File: config.mk
export PLATFORM = sky130hd
export DESIGN_NAME = masked_byte_pattern_scanner_flat
export DESIGN_NICKNAME = d
export VERILOG_FILES = /design/src/rtl/core/mbps_pkg.sv /design/src/rtl/core/mbps_item_if.sv /design/src/rtl/core/mbps_result_if.sv /design/src/rtl/core/mbps_cell.sv /design/src/rtl/core/mbps_chain.sv /design/src/rtl/core/mbps_report.sv /design/src/rtl/core/masked_byte_pattern_scanner.sv /design/src/flat_wrapper.sv
export SDC_FILE = /design/constraint.sdc
export NUM_CORES = 2
export LEC_CHECK = 0
export BUFFER_PORTS_ARGS = -buffer_cell sky130_fd_sc_hd__buf_4
export CORE_MARGIN = 10
export CORE_UTILIZATION = 54
export CTS_CLUSTER_SIZE = 16
export DETAILED_ROUTE_END_ITERATION = 12
export GPL_TIMING_DRIVEN = 0
export HOLD_SLACK_MARGIN = 0.05
export PLACE_DENSITY_LB_ADDON = 0.08
export SLEW_MARGIN = 20
export SYNTH_ARGS = -nofsm -noshare
export SYNTH_HDL_FRONTEND = slang
export SYNTH_HIERARCHICAL = 1
export SYNTH_SLANG_ARGS = --single-unit
File: constraint.sdc
create_clock -name clk -period 6.75 [get_ports clk]
set_input_delay 0.675 -clock clk [delete_from_list [all_inputs] [get_ports clk]]
set_output_delay 0.675 -clock clk [all_outputs]
set_load 0.05 [all_outputs]
File: src/rtl/core/mbps_pkg.sv
// ----------------------------------------------------------------------------
// mbps_pkg: shared types and constants for the masked byte pattern scanner
// Holds the chain size, field widths, op and register codes, and the beat
// payload types of both channels.
// ----------------------------------------------------------------------------
`default_nettype none

package mbps_pkg;

  // chain capacity and offset counter width
  localparam int MAX_PATTERN = 64;
  localparam int OFFSET_BITS = 32;
  localparam int SEL_W       = (MAX_PATTERN > 1) ? $clog2(MAX_PATTERN) : 1;
  localparam int LENC_W      = $clog2(MAX_PATTERN + 1);

  // fixed field widths
  localparam int LEN_W    = 7;
  localparam int COUNT_W  = 16;
  localparam int ADDR_W   = 48;
  localparam int ENTRY_W  = 6;
  localparam int BYTE_W   = 8;
  localparam int CFG_IDX_W = 2;
  localparam int CFG_DATA_W = 48;

  // item op codes
  localparam logic OP_LOAD = 1'b0;
  localparam logic OP_DATA = 1'b1;

  // register indexes
  localparam logic [CFG_IDX_W-1:0] REG_PATTERN_LENGTH = 2'd0;
  localparam logic [CFG_IDX_W-1:0] REG_MAX_HITS       = 2'd1;
  localparam logic [CFG_IDX_W-1:0] REG_BASE_ADDRESS   = 2'd2;

  typedef struct packed {
    logic              op;
    logic [ENTRY_W-1:0] entry_index;
    logic [BYTE_W-1:0] entry_value;
    logic [BYTE_W-1:0] entry_mask;
    logic [BYTE_W-1:0] data_byte;
    logic              last_in_region;
  } item_t;

  typedef struct packed {
    logic               hit;
    logic [ADDR_W-1:0]  hit_address;
    logic [COUNT_W-1:0] hit_count;
    logic               limit_reached;
    logic               region_end;
  } result_t;

  // control from the top level to the chain
  typedef struct packed {
    logic load;   // load beat accepted
    logic shift;  // data beat accepted
    logic flush;  // region ended with the beat in flight: shift from an empty chain
    logic clear;  // region ended and no data beat follows: empty the chain
  } chain_ctl_t;

  // control from the chain to one cell
  typedef struct packed {
    logic shift;
    logic clear;
  } cell_ctl_t;

  // one data beat between the chain and the report stage
  typedef struct packed {
    logic                   valid;
    logic                   last;
    logic [OFFSET_BITS-1:0] start;
  } stage_t;

endpackage

`default_nettype wire

File: src/rtl/core/mbps_item_if.sv
// ----------------------------------------------------------------------------
// mbps_item_if: input channel of the scanner
// Carries valid, ready and one load or data item per beat.
// ----------------------------------------------------------------------------
`default_nettype none

interface mbps_item_if;
  logic            valid;
  logic            ready;
  mbps_pkg::item_t data;

  modport source (output valid, output data, input ready);
  modport sink   (input valid, input data, output ready);
endinterface

`default_nettype wire

File: src/rtl/core/mbps_result_if.sv
// ----------------------------------------------------------------------------
// mbps_result_if: result channel of the scanner
// Carries valid, ready and one result per beat.
// ----------------------------------------------------------------------------
`default_nettype none

interface mbps_result_if;
  logic              valid;
  logic              ready;
  mbps_pkg::result_t data;

  modport source (output valid, output data, input ready);
  modport sink   (input valid, input data, output ready);
endinterface

`default_nettype wire

File: src/rtl/core/mbps_cell.sv
// ----------------------------------------------------------------------------
// mbps_cell: one pattern position of the match chain
// Stores a value and mask byte and the partial match bit; on each data beat
// takes the neighbor's bit and ANDs it with its own masked compare.
// ----------------------------------------------------------------------------
`default_nettype none

module mbps_cell (
  input  wire logic                        clk,
  input  wire logic                        rst,
  input  wire mbps_pkg::cell_ctl_t         ctl,
  input  wire logic                        load_en,
  input  wire logic [mbps_pkg::BYTE_W-1:0] entry_value,
  input  wire logic [mbps_pkg::BYTE_W-1:0] entry_mask,
  input  wire logic [mbps_pkg::BYTE_W-1:0] data_byte,
  input  wire logic                        prev_match,
  output logic                             match
);

  logic [mbps_pkg::BYTE_W-1:0] value;
  logic [mbps_pkg::BYTE_W-1:0] mask;
  logic                        eq;

  // masked compare against the broadcast byte
  assign eq = (data_byte & mask) == (value & mask);

  // hold entry, advance partial match
  always_ff @(posedge clk) begin
    if (rst) begin
      value <= '0;
      mask  <= '0;
      match <= 1'b0;
    end else begin
      if (load_en) begin
        value <= entry_value;
        mask  <= entry_mask;
      end
      if (ctl.shift) begin
        match <= prev_match & eq;
      end else if (ctl.clear) begin
        match <= 1'b0;
      end
    end
  end

endmodule

`default_nettype wire

File: src/rtl/core/mbps_chain.sv
// ----------------------------------------------------------------------------
// mbps_chain: row of match cells
// Each cell hands its partial match bit to the next on every data beat but
// the first after a region end; the first cell always sees a match before it.
// ----------------------------------------------------------------------------
`default_nettype none

module mbps_chain (
  input  wire logic                                clk,
  input  wire logic                                rst,
  input  wire mbps_pkg::chain_ctl_t                ctl,
  input  wire logic [mbps_pkg::ENTRY_W-1:0]        entry_index,
  input  wire logic [mbps_pkg::BYTE_W-1:0]         entry_value,
  input  wire logic [mbps_pkg::BYTE_W-1:0]         entry_mask,
  input  wire logic [mbps_pkg::BYTE_W-1:0]         data_byte,
  output logic      [mbps_pkg::MAX_PATTERN-1:0]    match_vec
);

  mbps_pkg::cell_ctl_t cell_ctl;

  assign cell_ctl.shift = ctl.shift;
  assign cell_ctl.clear = ctl.clear;

  for (genvar j = 0; j < mbps_pkg::MAX_PATTERN; j++) begin : g_cell
    logic prev;
    logic load_en;

    // drop the neighbor's bit when the previous region just ended
    if (j == 0) begin : g_head
      assign prev = 1'b1;
    end else begin : g_link
      assign prev = match_vec[j-1] & ~ctl.flush;
    end

    assign load_en = ctl.load && (32'(entry_index) == j);

    mbps_cell u_cell (
      .clk         (clk),
      .rst         (rst),
      .ctl         (cell_ctl),
      .load_en     (load_en),
      .entry_value (entry_value),
      .entry_mask  (entry_mask),
      .data_byte   (data_byte),
      .prev_match  (prev),
      .match       (match_vec[j])
    );
  end

endmodule

`default_nettype wire

File: src/rtl/core/mbps_report.sv
// ----------------------------------------------------------------------------
// mbps_report: hit decision and result register
// Picks the chain bit at the pattern end, applies the hit limit, keeps the
// per-region hit count and holds the result beat until it is taken.
// ----------------------------------------------------------------------------
`default_nettype none

module mbps_report (
  input  wire logic                                clk,
  input  wire logic                                rst,
  input  wire mbps_pkg::stage_t                    s1,
  input  wire logic [mbps_pkg::MAX_PATTERN-1:0]    match_vec,
  input  wire logic [mbps_pkg::LENC_W-1:0]         len_c,
  input  wire logic [mbps_pkg::COUNT_W-1:0]        max_hits,
  input  wire logic [mbps_pkg::ADDR_W-1:0]         base_address,
  output logic                                     take,
  mbps_result_if.source                            result
);

  logic [mbps_pkg::COUNT_W-1:0] hits_seen;
  logic [mbps_pkg::SEL_W-1:0]   sel;
  logic                         hit;
  logic [mbps_pkg::COUNT_W-1:0] hits_next;

  // result register is free or drains this cycle
  assign take = !result.valid || result.ready;

  assign sel = mbps_pkg::SEL_W'(len_c - mbps_pkg::LENC_W'(1));
  assign hit = (len_c != '0) && match_vec[sel] && (hits_seen < max_hits);
  assign hits_next = hits_seen + mbps_pkg::COUNT_W'(hit);

  // hold result until taken, advance hit count per beat
  always_ff @(posedge clk) begin
    if (rst) begin
      result.valid <= 1'b0;
      hits_seen    <= '0;
    end else if (take) begin
      result.valid <= s1.valid;
      if (s1.valid) begin
        hits_seen <= s1.last ? '0 : hits_next;
      end
    end
  end

  always_ff @(posedge clk) begin
    if (take && s1.valid) begin
      result.data.hit           <= hit;
      result.data.hit_address   <= hit ?
          (base_address + mbps_pkg::ADDR_W'(s1.start)) : '0;
      result.data.hit_count     <= hits_next;
      result.data.limit_reached <= (hits_next >= max_hits);
      result.data.region_end    <= s1.last;
    end
  end

  a_hit_counted: assert property (@(posedge clk) disable iff (rst)
    result.valid && result.data.hit |-> result.data.hit_count != '0)
    else $error("hit reported with zero hit count");

  a_miss_no_addr: assert property (@(posedge clk) disable iff (rst)
    result.valid && !result.data.hit |-> result.data.hit_address == '0)
    else $error("address on a result without hit");

  a_region_reset: assert property (@(posedge clk) disable iff (rst)
    take && s1.valid && s1.last |=> hits_seen == '0)
    else $error("hit count not cleared at region end");

endmodule

`default_nettype wire

File: src/rtl/core/masked_byte_pattern_scanner.sv
// ----------------------------------------------------------------------------
// masked_byte_pattern_scanner: masked byte pattern search over a byte stream
// The accepting edge updates the chain cells and stage one; from stage one the
// hit decision is loaded into the result register, which holds it until taken.
// Throughput: one item per cycle; input stalls only while stage one is full and
// the result beat waits. Load beats give no result.
// Reset (synchronous, rst high): pattern, chain, offset and hit count clear,
// pattern_length 0, max_hits 65535, base_address 0; no clearing pass.
// ----------------------------------------------------------------------------
`default_nettype none

module masked_byte_pattern_scanner (
  input  wire logic                                clk,
  input  wire logic                                rst,
  input  wire logic                                cfg_we,
  input  wire logic [mbps_pkg::CFG_IDX_W-1:0]      cfg_index,
  input  wire logic [mbps_pkg::CFG_DATA_W-1:0]     cfg_wdata,
  mbps_item_if.sink                                item,
  mbps_result_if.source                            result
);

  logic [mbps_pkg::LEN_W-1:0]       pattern_length;
  logic [mbps_pkg::COUNT_W-1:0]     max_hits;
  logic [mbps_pkg::ADDR_W-1:0]      base_address;
  logic [mbps_pkg::LENC_W-1:0]      len_c;
  logic [mbps_pkg::OFFSET_BITS-1:0] byte_offset;
  logic [mbps_pkg::OFFSET_BITS-1:0] back;
  logic [mbps_pkg::OFFSET_BITS-1:0] start_next;
  logic [mbps_pkg::MAX_PATTERN-1:0] match_vec;
  mbps_pkg::stage_t                 s1;
  mbps_pkg::chain_ctl_t             ctl;
  logic                             take;
  logic                             accept;
  logic                             data_take;

  // configuration writes
  always_ff @(posedge clk) begin
    if (rst) begin
      pattern_length <= '0;
      max_hits       <= '1;
      base_address   <= '0;
    end else if (cfg_we) begin
      case (cfg_index)
        mbps_pkg::REG_PATTERN_LENGTH: pattern_length <= cfg_wdata[mbps_pkg::LEN_W-1:0];
        mbps_pkg::REG_MAX_HITS:       max_hits       <= cfg_wdata[mbps_pkg::COUNT_W-1:0];
        mbps_pkg::REG_BASE_ADDRESS:   base_address   <= cfg_wdata[mbps_pkg::ADDR_W-1:0];
        default: ;
      endcase
    end
  end

  // clamp length to chain capacity
  always_comb begin
    if (int'(pattern_length) > mbps_pkg::MAX_PATTERN) begin
      len_c = mbps_pkg::LENC_W'(mbps_pkg::MAX_PATTERN);
    end else begin
      len_c = mbps_pkg::LENC_W'(pattern_length);
    end
  end

  // input handshake: stage one moves when it is empty or the result register can take
  assign item.ready = !s1.valid || take;
  assign accept     = item.valid && item.ready;
  assign data_take  = accept && (item.data.op == mbps_pkg::OP_DATA);

  assign ctl.load  = accept && (item.data.op == mbps_pkg::OP_LOAD);
  assign ctl.shift = data_take;
  assign ctl.flush = s1.valid && s1.last;
  assign ctl.clear = s1.valid && s1.last && take && !data_take;

  // window start offset, floored at zero
  assign back       = mbps_pkg::OFFSET_BITS'(len_c) - mbps_pkg::OFFSET_BITS'(1);
  assign start_next = (byte_offset >= back) ? (byte_offset - back) : '0;

  // saturating byte offset, cleared after the region's last byte
  always_ff @(posedge clk) begin
    if (rst) begin
      byte_offset <= '0;
    end else if (data_take) begin
      if (item.data.last_in_region) begin
        byte_offset <= '0;
      end else if (byte_offset != '1) begin
        byte_offset <= byte_offset + mbps_pkg::OFFSET_BITS'(1);
      end
    end
  end

  // stage one: data beat whose chain update is in the cells
  always_ff @(posedge clk) begin
    if (rst) begin
      s1.valid <= 1'b0;
    end else if (item.ready) begin
      s1.valid <= data_take;
    end
  end

  always_ff @(posedge clk) begin
    if (data_take) begin
      s1.last  <= item.data.last_in_region;
      s1.start <= start_next;
    end
  end

  mbps_chain u_chain (
    .clk         (clk),
    .rst         (rst),
    .ctl         (ctl),
    .entry_index (item.data.entry_index),
    .entry_value (item.data.entry_value),
    .entry_mask  (item.data.entry_mask),
    .data_byte   (item.data.data_byte),
    .match_vec   (match_vec)
  );

  mbps_report u_report (
    .clk          (clk),
    .rst          (rst),
    .s1           (s1),
    .match_vec    (match_vec),
    .len_c        (len_c),
    .max_hits     (max_hits),
    .base_address (base_address),
    .take         (take),
    .result       (result)
  );

  a_stage_hold: assert property (@(posedge clk) disable iff (rst)
    s1.valid && !take |=> s1.valid && $stable(s1.start) && $stable(s1.last))
    else $error("stage one beat lost under stall");

endmodule

`default_nettype wire
File: src/flat_wrapper.sv
// flat-port wrapper written by rule: the top's interface ports become plain ports
module masked_byte_pattern_scanner_flat 
  (clk, rst, cfg_we, cfg_index, cfg_wdata, item_valid, item_data, item_ready, result_valid, result_data, result_ready);
  mbps_item_if item_i ();
  mbps_result_if result_i ();
  input  wire logic clk;
  input  wire logic rst;
  input  wire logic cfg_we;
  input  wire logic [mbps_pkg::CFG_IDX_W-1:0] cfg_index;
  input  wire logic [mbps_pkg::CFG_DATA_W-1:0] cfg_wdata;
  input wire logic [$bits(item_i.valid)-1:0] item_valid;
  input wire logic [$bits(item_i.data)-1:0] item_data;
  output wire logic [$bits(item_i.ready)-1:0] item_ready;
  output wire logic [$bits(result_i.valid)-1:0] result_valid;
  output wire logic [$bits(result_i.data)-1:0] result_data;
  input wire logic [$bits(result_i.ready)-1:0] result_ready;
  assign item_i.valid = item_valid;
  assign item_i.data = item_data;
  assign item_ready = item_i.ready;
  assign result_valid = result_i.valid;
  assign result_data = result_i.data;
  assign result_i.ready = result_ready;
  masked_byte_pattern_scanner u_core (.clk(clk), .rst(rst), .cfg_we(cfg_we), .cfg_index(cfg_index), .cfg_wdata(cfg_wdata), .item(item_i), .result(result_i));
endmodule
Yosys cells after proc, flatten, opt, wreduce, memory -nomap -nowiden
Index checks and enable logic that the tools add are counted.
{"block": "classes", "n_reduce_logical": 88, "n_eq_ne": 130, "addsub": 6, "n_lt_le_gt_ge": 5, "n_mux": 71, "bitwise": 256}
{"cell": "8-bit bitwise AND", "count": 128}
{"cell": "8-bit == test", "count": 64}
{"cell": "6-bit == test, second input constant", "count": 32}
{"cell": "1-bit bitwise AND", "count": 126}
{"cell": "6-bit by 5-bit == test with 1-bit output, second input constant", "count": 16}
{"cell": "1-bit logical AND", "count": 73}
{"cell": "1-bit 2-to-1 mux", "count": 66}
{"cell": "32-bit 2-to-1 mux", "count": 2}
{"cell": "48-bit by 32-bit adder with 48-bit output", "count": 1}
{"cell": "6-bit by 4-bit == test with 1-bit output, second input constant", "count": 8}
{"cell": "32-bit by 1-bit adder with 32-bit output, second input constant", "count": 1}
{"cell": "32-bit >= comparator", "count": 1}
{"cell": "32-bit != test, second input constant", "count": 1}
{"cell": "32-bit subtractor", "count": 1}
{"cell": "6-bit by 3-bit == test with 1-bit output, second input constant", "count": 4}
{"cell": "16-bit by 1-bit adder with 16-bit output", "count": 1}
{"cell": "16-bit >= comparator", "count": 1}
{"cell": "16-bit less-than comparator", "count": 1}
{"cell": "16-bit 2-to-1 mux", "count": 1}
{"cell": "6-bit by 2-bit == test with 1-bit output, second input constant", "count": 2}
{"cell": "2-bit AND reduction", "count": 5}
{"cell": "7-bit by 1-bit subtractor with 8-bit output, second input constant", "count": 1}
{"cell": "7-bit greater-than comparator, second input constant", "count": 1}
{"cell": "6-bit by 7-bit less-than comparator with 1-bit output, second input constant", "count": 1}
{"cell": "other kinds (13)", "count": 18}
{"block": "word_totals", "word_cells": 762, "inputBits": 87, "out_inout_bits": 69, "ff_bits": 1309}

Longest topological paths before layout
{"block": "depth", "word_depth": 9, "depth_mapped": 29, "mapped_depth_nobuf": 22}

Modules after synthesis
Netlist, hierarchy kept.
{"mod": "mbps_cell", "area_per_inst_um2": 713.2, "instances": 64, "seq_area_each_um2": 340.3, "cells_per_inst": 68}
{"mod": "masked_byte_pattern_scanner", "area_per_inst_um2": 7435.9, "instances": 1, "seq_area_each_um2": 3072.9, "cells_per_inst": 899}
{"mod": "mbps_report", "area_per_inst_um2": 6591.3, "instances": 1, "seq_area_each_um2": 2352.3, "cells_per_inst": 668}
{"mod": "mbps_chain", "area_per_inst_um2": 880.8, "instances": 1, "seq_area_each_um2": 0.0, "cells_per_inst": 163}

Least setup slack after synthesis
OpenSTA, ideal clock, no wires.
{"block": "synth_timing", "kind": "flip-flop to flip-flop", "start": "register u_core/pattern_length[6] (netlist bit)", "end": "register, netlist name u_core/u_report/result.data[1]", "path_slack_ps": 1085, "setup_ps": 152, "n_path_buf": 8, "period_less_slack_ps": 5665, "required_time_ps": 6598, "t_arrival_ps": 5513, "stages_incl_launch_ff": 29, "cell_sequence": "dfxtp_1 -> clkbuf_1 -> nand2b_1 -> inv_1 -> buf_6 -> buf_4 -> inv_1 -> ha_1 -> clkbuf_1 -> buf_2 -> mux4_2 -> mux4_1 -> mux2_2 -> nor2_1 -> a211o_2 -> buf_6 -> inv_2 -> ha_1 -> ha_1 -> and3_1 -> clkbuf_1 -> and3_1 -> clkbuf_1 -> and3_1 -> xor2_1 -> ha_1 -> nand4_1 -> or3_1 -> o21ai_0"}
{"block": "synth_via", "elab_chain_cells": 9, "elab_cells_between_ends": 10, "cone_classes": "add/sub (2); order compare (2); mux (3); reduce/logical (3)"}
{"element": "start, declared", "line": "masked_byte_pattern_scanner.sv:22", "rtl": "logic [mbps_pkg::LEN_W-1:0] pattern_length;"}
{"element": "start signal, assigned", "line": "masked_byte_pattern_scanner.sv:44", "rtl": "mbps_pkg::REG_PATTERN_LENGTH: pattern_length <= cfg_wdata[mbps_pkg::LEN_W-1:0];"}
{"element": "7-bit greater-than comparator (*)", "line": "masked_byte_pattern_scanner.sv:54", "rtl": "if (int'(pattern_length) > mbps_pkg::MAX_PATTERN) begin"}
{"element": "7-bit 2-to-1 mux (*)", "line": "masked_byte_pattern_scanner.sv:54"}
{"element": "via u_core.len_c, one bit", "line": "masked_byte_pattern_scanner.sv:25", "rtl": "logic [mbps_pkg::LENC_W-1:0] len_c;"}
{"element": "6-bit by 1-bit subtractor with 6-bit output", "line": "mbps_report.sv:28", "rtl": "assign sel = mbps_pkg::SEL_W'(len_c - mbps_pkg::LENC_W'(1));"}
{"element": "1-bit binary-select mux with 6-bit select", "line": "mbps_report.sv:29", "rtl": "assign hit = (len_c != '0) && match_vec[sel] && (hits_seen < max_hits);"}
{"element": "1-bit 2-to-1 mux (not written as such)", "line": "mbps_report.sv:29"}
{"element": "1-bit logical AND (*) (2 in a row)", "line": "mbps_report.sv:29"}
{"element": "via u_core.u_report.hit", "line": "mbps_report.sv:22", "rtl": "logic hit;"}
{"element": "16-bit by 1-bit adder with 16-bit output (*)", "line": "mbps_report.sv:30", "rtl": "assign hits_next = hits_seen + mbps_pkg::COUNT_W'(hit);"}
{"element": "via u_core.u_report.hits_next, one bit", "line": "mbps_report.sv:23", "rtl": "logic [mbps_pkg::COUNT_W-1:0] hits_next;"}
{"element": "16-bit >= comparator (*)", "line": "mbps_report.sv:51", "rtl": "result.data.limit_reached <= (hits_next >= max_hits);"}
Mark *: on every way through the listed nets, which the timed path passes. The rest lies on a longest branch. The select of a mux whose other input is x is not followed.
A chain may end at the register's enable or synchronous reset.

Worst setup path in the final report
{"block": "layout_timing", "start": "register u_core/pattern_length[6] (netlist bit)", "end": "register, netlist name u_core/u_report/result.data[1]"}
{"block": "layout_via", "elab_chain_cells": 9, "elab_cells_between_ends": 10, "cone_classes": "add/sub (2); order compare (2); mux (3); reduce/logical (3)"}
{"element": "7-bit greater-than comparator (*)", "line": "masked_byte_pattern_scanner.sv:54"}
{"element": "7-bit 2-to-1 mux (*)", "line": "masked_byte_pattern_scanner.sv:54"}
{"element": "via u_core.len_c, one bit", "line": "masked_byte_pattern_scanner.sv:25"}
{"element": "6-bit by 1-bit subtractor with 6-bit output", "line": "mbps_report.sv:28"}
{"element": "1-bit binary-select mux with 6-bit select", "line": "mbps_report.sv:29"}
{"element": "1-bit 2-to-1 mux (not written as such)", "line": "mbps_report.sv:29"}
{"element": "1-bit logical AND (*) (2 in a row)", "line": "mbps_report.sv:29"}
{"element": "via u_core.u_report.hit", "line": "mbps_report.sv:22"}
{"element": "16-bit by 1-bit adder with 16-bit output (*)", "line": "mbps_report.sv:30"}
{"element": "via u_core.u_report.hits_next, one bit", "line": "mbps_report.sv:23"}
{"element": "16-bit >= comparator (*)", "line": "mbps_report.sv:51"}
Marks and branches as above.

==> summary.md <==
| Metric | Value |
|---|---|
| Clock latency on the worst-skew pair | 760 ps |
| Post-Syn Area per Cell | 9.96 sq um |
| H-tree levels | 4 |
| Setup_tns | 0 ps |
| Critical path class | register to register |
| Max-cap viol count | 0 |
| Clock Path Buffers | 3 |
| Placement Cell Area | 0.0640 sq mm |
| Ys async rst share | 0% |
| Met2 usage | 44.2% |
| First-pass GRT wire length | 269000 um |
| Top cells by area, synth | dfxtp_1, mux2i_1, xor2_1 |
| Most used flip-flop cell after synthesis | dfxtp_1 |
| Synth warn | 6 |
| Layout cell share with drive strength beyond 1 | 10.5% |
| Wirelength per Cell | 22.1 um |
| Gpl congestion | 0.854 |
| Core area | 0.111 sq mm |
| FMAX | 156 MHz |
| Register area share after synthesis | 44.9% |
| Seq cells post-synth | 1309 |
| Number of cells on the worst reg-to-reg path | 26 |
| WL final | 177000 um |
| Die Width | 355 um |
| Clk sinks | 1309 |
| DRC | 0 |
| Via density | 5.77 |
| CTS tree | built |
| Remaining Overflow, GRT | 0 |
| Final hold slack | 180 ps |
| CP endpoint kind | register |
| Fin. max-slew vios | 0 |
| Library cells used by synthesis | 95 |
| Initial antenna violation count | 3 |
| Final core occ | 62.2% |
| N_diodes | 0 |
| Synth area leader | dfxtp_1 |
| Worst EP arrival | 6980 ps |
| Worst slew margin | 21.7% |
| Worst R2R Start | u_core/pattern_length[6]$_SDFFE_PP0P_ |
| Setup repair after global routing missed its margin | false |
| Syn_nets | 6271 |
| Worst hold stages | 3 |
| Clk Tree Root Cell | clkbuf_16 |
| R2R Setup Slk | 360 ps |
| Met3 Use GR | 3.85% |
| Setup-failing EPs final | 0 |
| Cells after Synth | 6082 |
| Std cell rows | 122 |
| Gr usage total | 27.0% |
| Die Ht | 355 um |
| Post-route design area | 0.0691 sq mm |
| Reg clk slew, reported paths | 60 ps |
| Crit start category | register |
| Synth top area share | 40.0% |
| Hold Buf Count CTS | 0 |
| Largest net degree at the start of global routing | 88 |
| DR pass1 iterations | 7 |
| Worst slew pin tran | 1170 ps |
| Nets | 6584 |
| Routed vias | 46135 |
| Setup crit start | u_core/pattern_length[6]$_SDFFE_PP0P_ |
| IO Count | 156 |
| Most instantiated cells after synthesis | nor2_1, dfxtp_1, mux2i_1, xor2_1, nand2_1 |
| Met1 Use GR | 37.0% |
| Max rail drop VDD | 0.260 mV |
| Max Clock Skew | 27.3 ps |
| Most common cell in the netlist | nor2_1 |
| Tmin final | 6390 ps |
| Leakage power | 26.1 nW |
| PortBufs | 154 |
| Number of CTS-inserted buffers | 142 |
| Worst Hold Class | input pin to register |
| Initial Util | 54.6% |
| Via count of the first global-routing pass | 44536 |
| Worst Hold Launch | cfg_wdata[7] |
| Gr busiest metal | met2 |
| Initial drt markers | 3824 |
| Final-report hold violation count | 0 |
| Final ANT Viol Nets | 0 |
| Power Dens Cells | 249 mW/mm^2 |
| Status | complete, no violations |
| Die ar. | 0.126 sq mm |
| Synthesized cell area | 0.0606 sq mm |
| HPWL Detailed | 102000 um |
| Crit path max fanout | 13 |
| Area grow syn2layout | 14.0% |
| Tcrit/Tclk final | 94.7% |
| CP required | 7330 ps |
| Number of synthesized flops with an enable pin | 100 |
area by class of cell:
| class | instances | area (sq um) |
|---|---|---|
| well taps | 1488 | 1860 |
| clock inverters | 53 | 628 |
| clock buffers | 209 | 4300 |
| repair buffers | 171 | 1630 |
| fillers | 9404 | 41900 |
| flip-flops and latches | 1309 | 27200 |
| plain buffers | 347 | 1730 |
| inverters | 48 | 190 |
| multi-input cells | 4376 | 31500 |
timing repair:
item                                    4_1_cts  5_1_grt
buffers inserted                              3        1
resized for setup                             9        7
endpoints found under the setup margin        5        1
pin swaps                                     1        0
worst max-delay path, stage by stage, from the launching register on:
cell and delay (ps):
dfxtp_1 410, nand2b_1 240, inv_1 110, buf_12 190
buf_12 200, inv_1 90, ha_4 380, buf_4 210
mux4_2 380, mux4_1 520, mux2_2 320, nor2_1 100
a211o_2 130, buf_6 180, inv_2 130, ha_1 240
ha_1 260, and3_1 190, clkbuf_1 150, and3_1 190
clkbuf_1 170, and3_1 240, xor2_2 170, ha_1 310
nand4_1 140, or3_1 390, o21ai_1 160
placed cells by master, fill, tap and decap left out, types with 44 or more instances in the layout:
master     count
nor4b_1       65
inv_1         45
nand2_1      269
nor2b_1       79
nor2_1      1236
ha_1          99
a211oi_1      77
buf_1         69
edfxtp_1     100
buf_2         74
a22o_1        65
clkbuf_1     153
a221oi_2      64
mux2i_1     1033
clkbuf_16    150
xnor2_1       45
a21o_1        44
dfxtp_1     1209
xor2_1       532
a31o_1        64
o21ai_0       83
buf_4        201
a222oi_1      64
a21oi_1      161
flip-flops by register name, summed over array words and instances, names as in the netlist:
name                                count
u_core/u_chain/g_cell.u_cell/mask     512
u_core/byte_offset                     32
u_core/u_report/result.valid            1
u_core/u_chain/g_cell.u_cell/match     64
u_core/u_report/result.data            67
u_core/u_report/hits_seen              16
u_core/s1                              34
u_core/u_chain/g_cell.u_cell/value    512
u_core/base_address                    48
u_core/max_hits                        16
u_core/pattern_length                   7
kinds of logic (layout without fill, tap and decap cells):
family / count (synthesis) / in the layout / share of synthesized area [%]
and+or+nand+nor: 1898 / 1898 / 13.9
DFF: 1309 / 1309 / 44.9
muxes: 1058 / 1058 / 17.9
AOI/OAI and AO/OA: 737 / 737 / 9.66
xor gates and xnor gates: 580 / 580 / 8.39
buffers and inverters: 397 / 828 / 3.10
adders and majority gates: 102 / 102 / 2.13
other: 1 / 1 / 0.00619
stage by stage:
step / power, mW / cells / worst slack, ps
finish: 17.2 / 8001 / 357
global route: 17.7 / 8001 / 57.9
CTS: 17.3 / 8001 / 38.3
detailed placement: 9.24 / 7737 / -1250
global placement: 9.21 / 7724 / -1240
floorplan: 8.64 / 6082 / 1090
layer usage:
| metal | vias up | routed length (um) |
|---|---|---|
| li1 | 21920 | - |
| met1 | 22541 | 80600 |
| met2 | 1356 | 81700 |
| met3 | 316 | 10200 |
| met4 | 2 | 4630 |
| met5 | - | 11 |
where the power goes:
part           switching [mW]  internal (mW)  total [mW]
Sequential             0.0305           7.87        7.90
Clock                    3.23           4.88        8.11
Combinational           0.880          0.315        1.20
Total                    4.14           13.1        17.2
path summary, 6_finish.rpt:
kind	endpoint
max	u_core/u_report/result.data[1]$_DFFE_PP_
min	u_core/max_hits[7]$_SDFFE_PP1P_
max reg2reg	u_core/u_report/result.data[1]$_DFFE_PP_
min reg2reg	u_core/base_address[27]$_SDFFE_PP0P_
No activity file was read; power rests on OpenSTA's default activity.
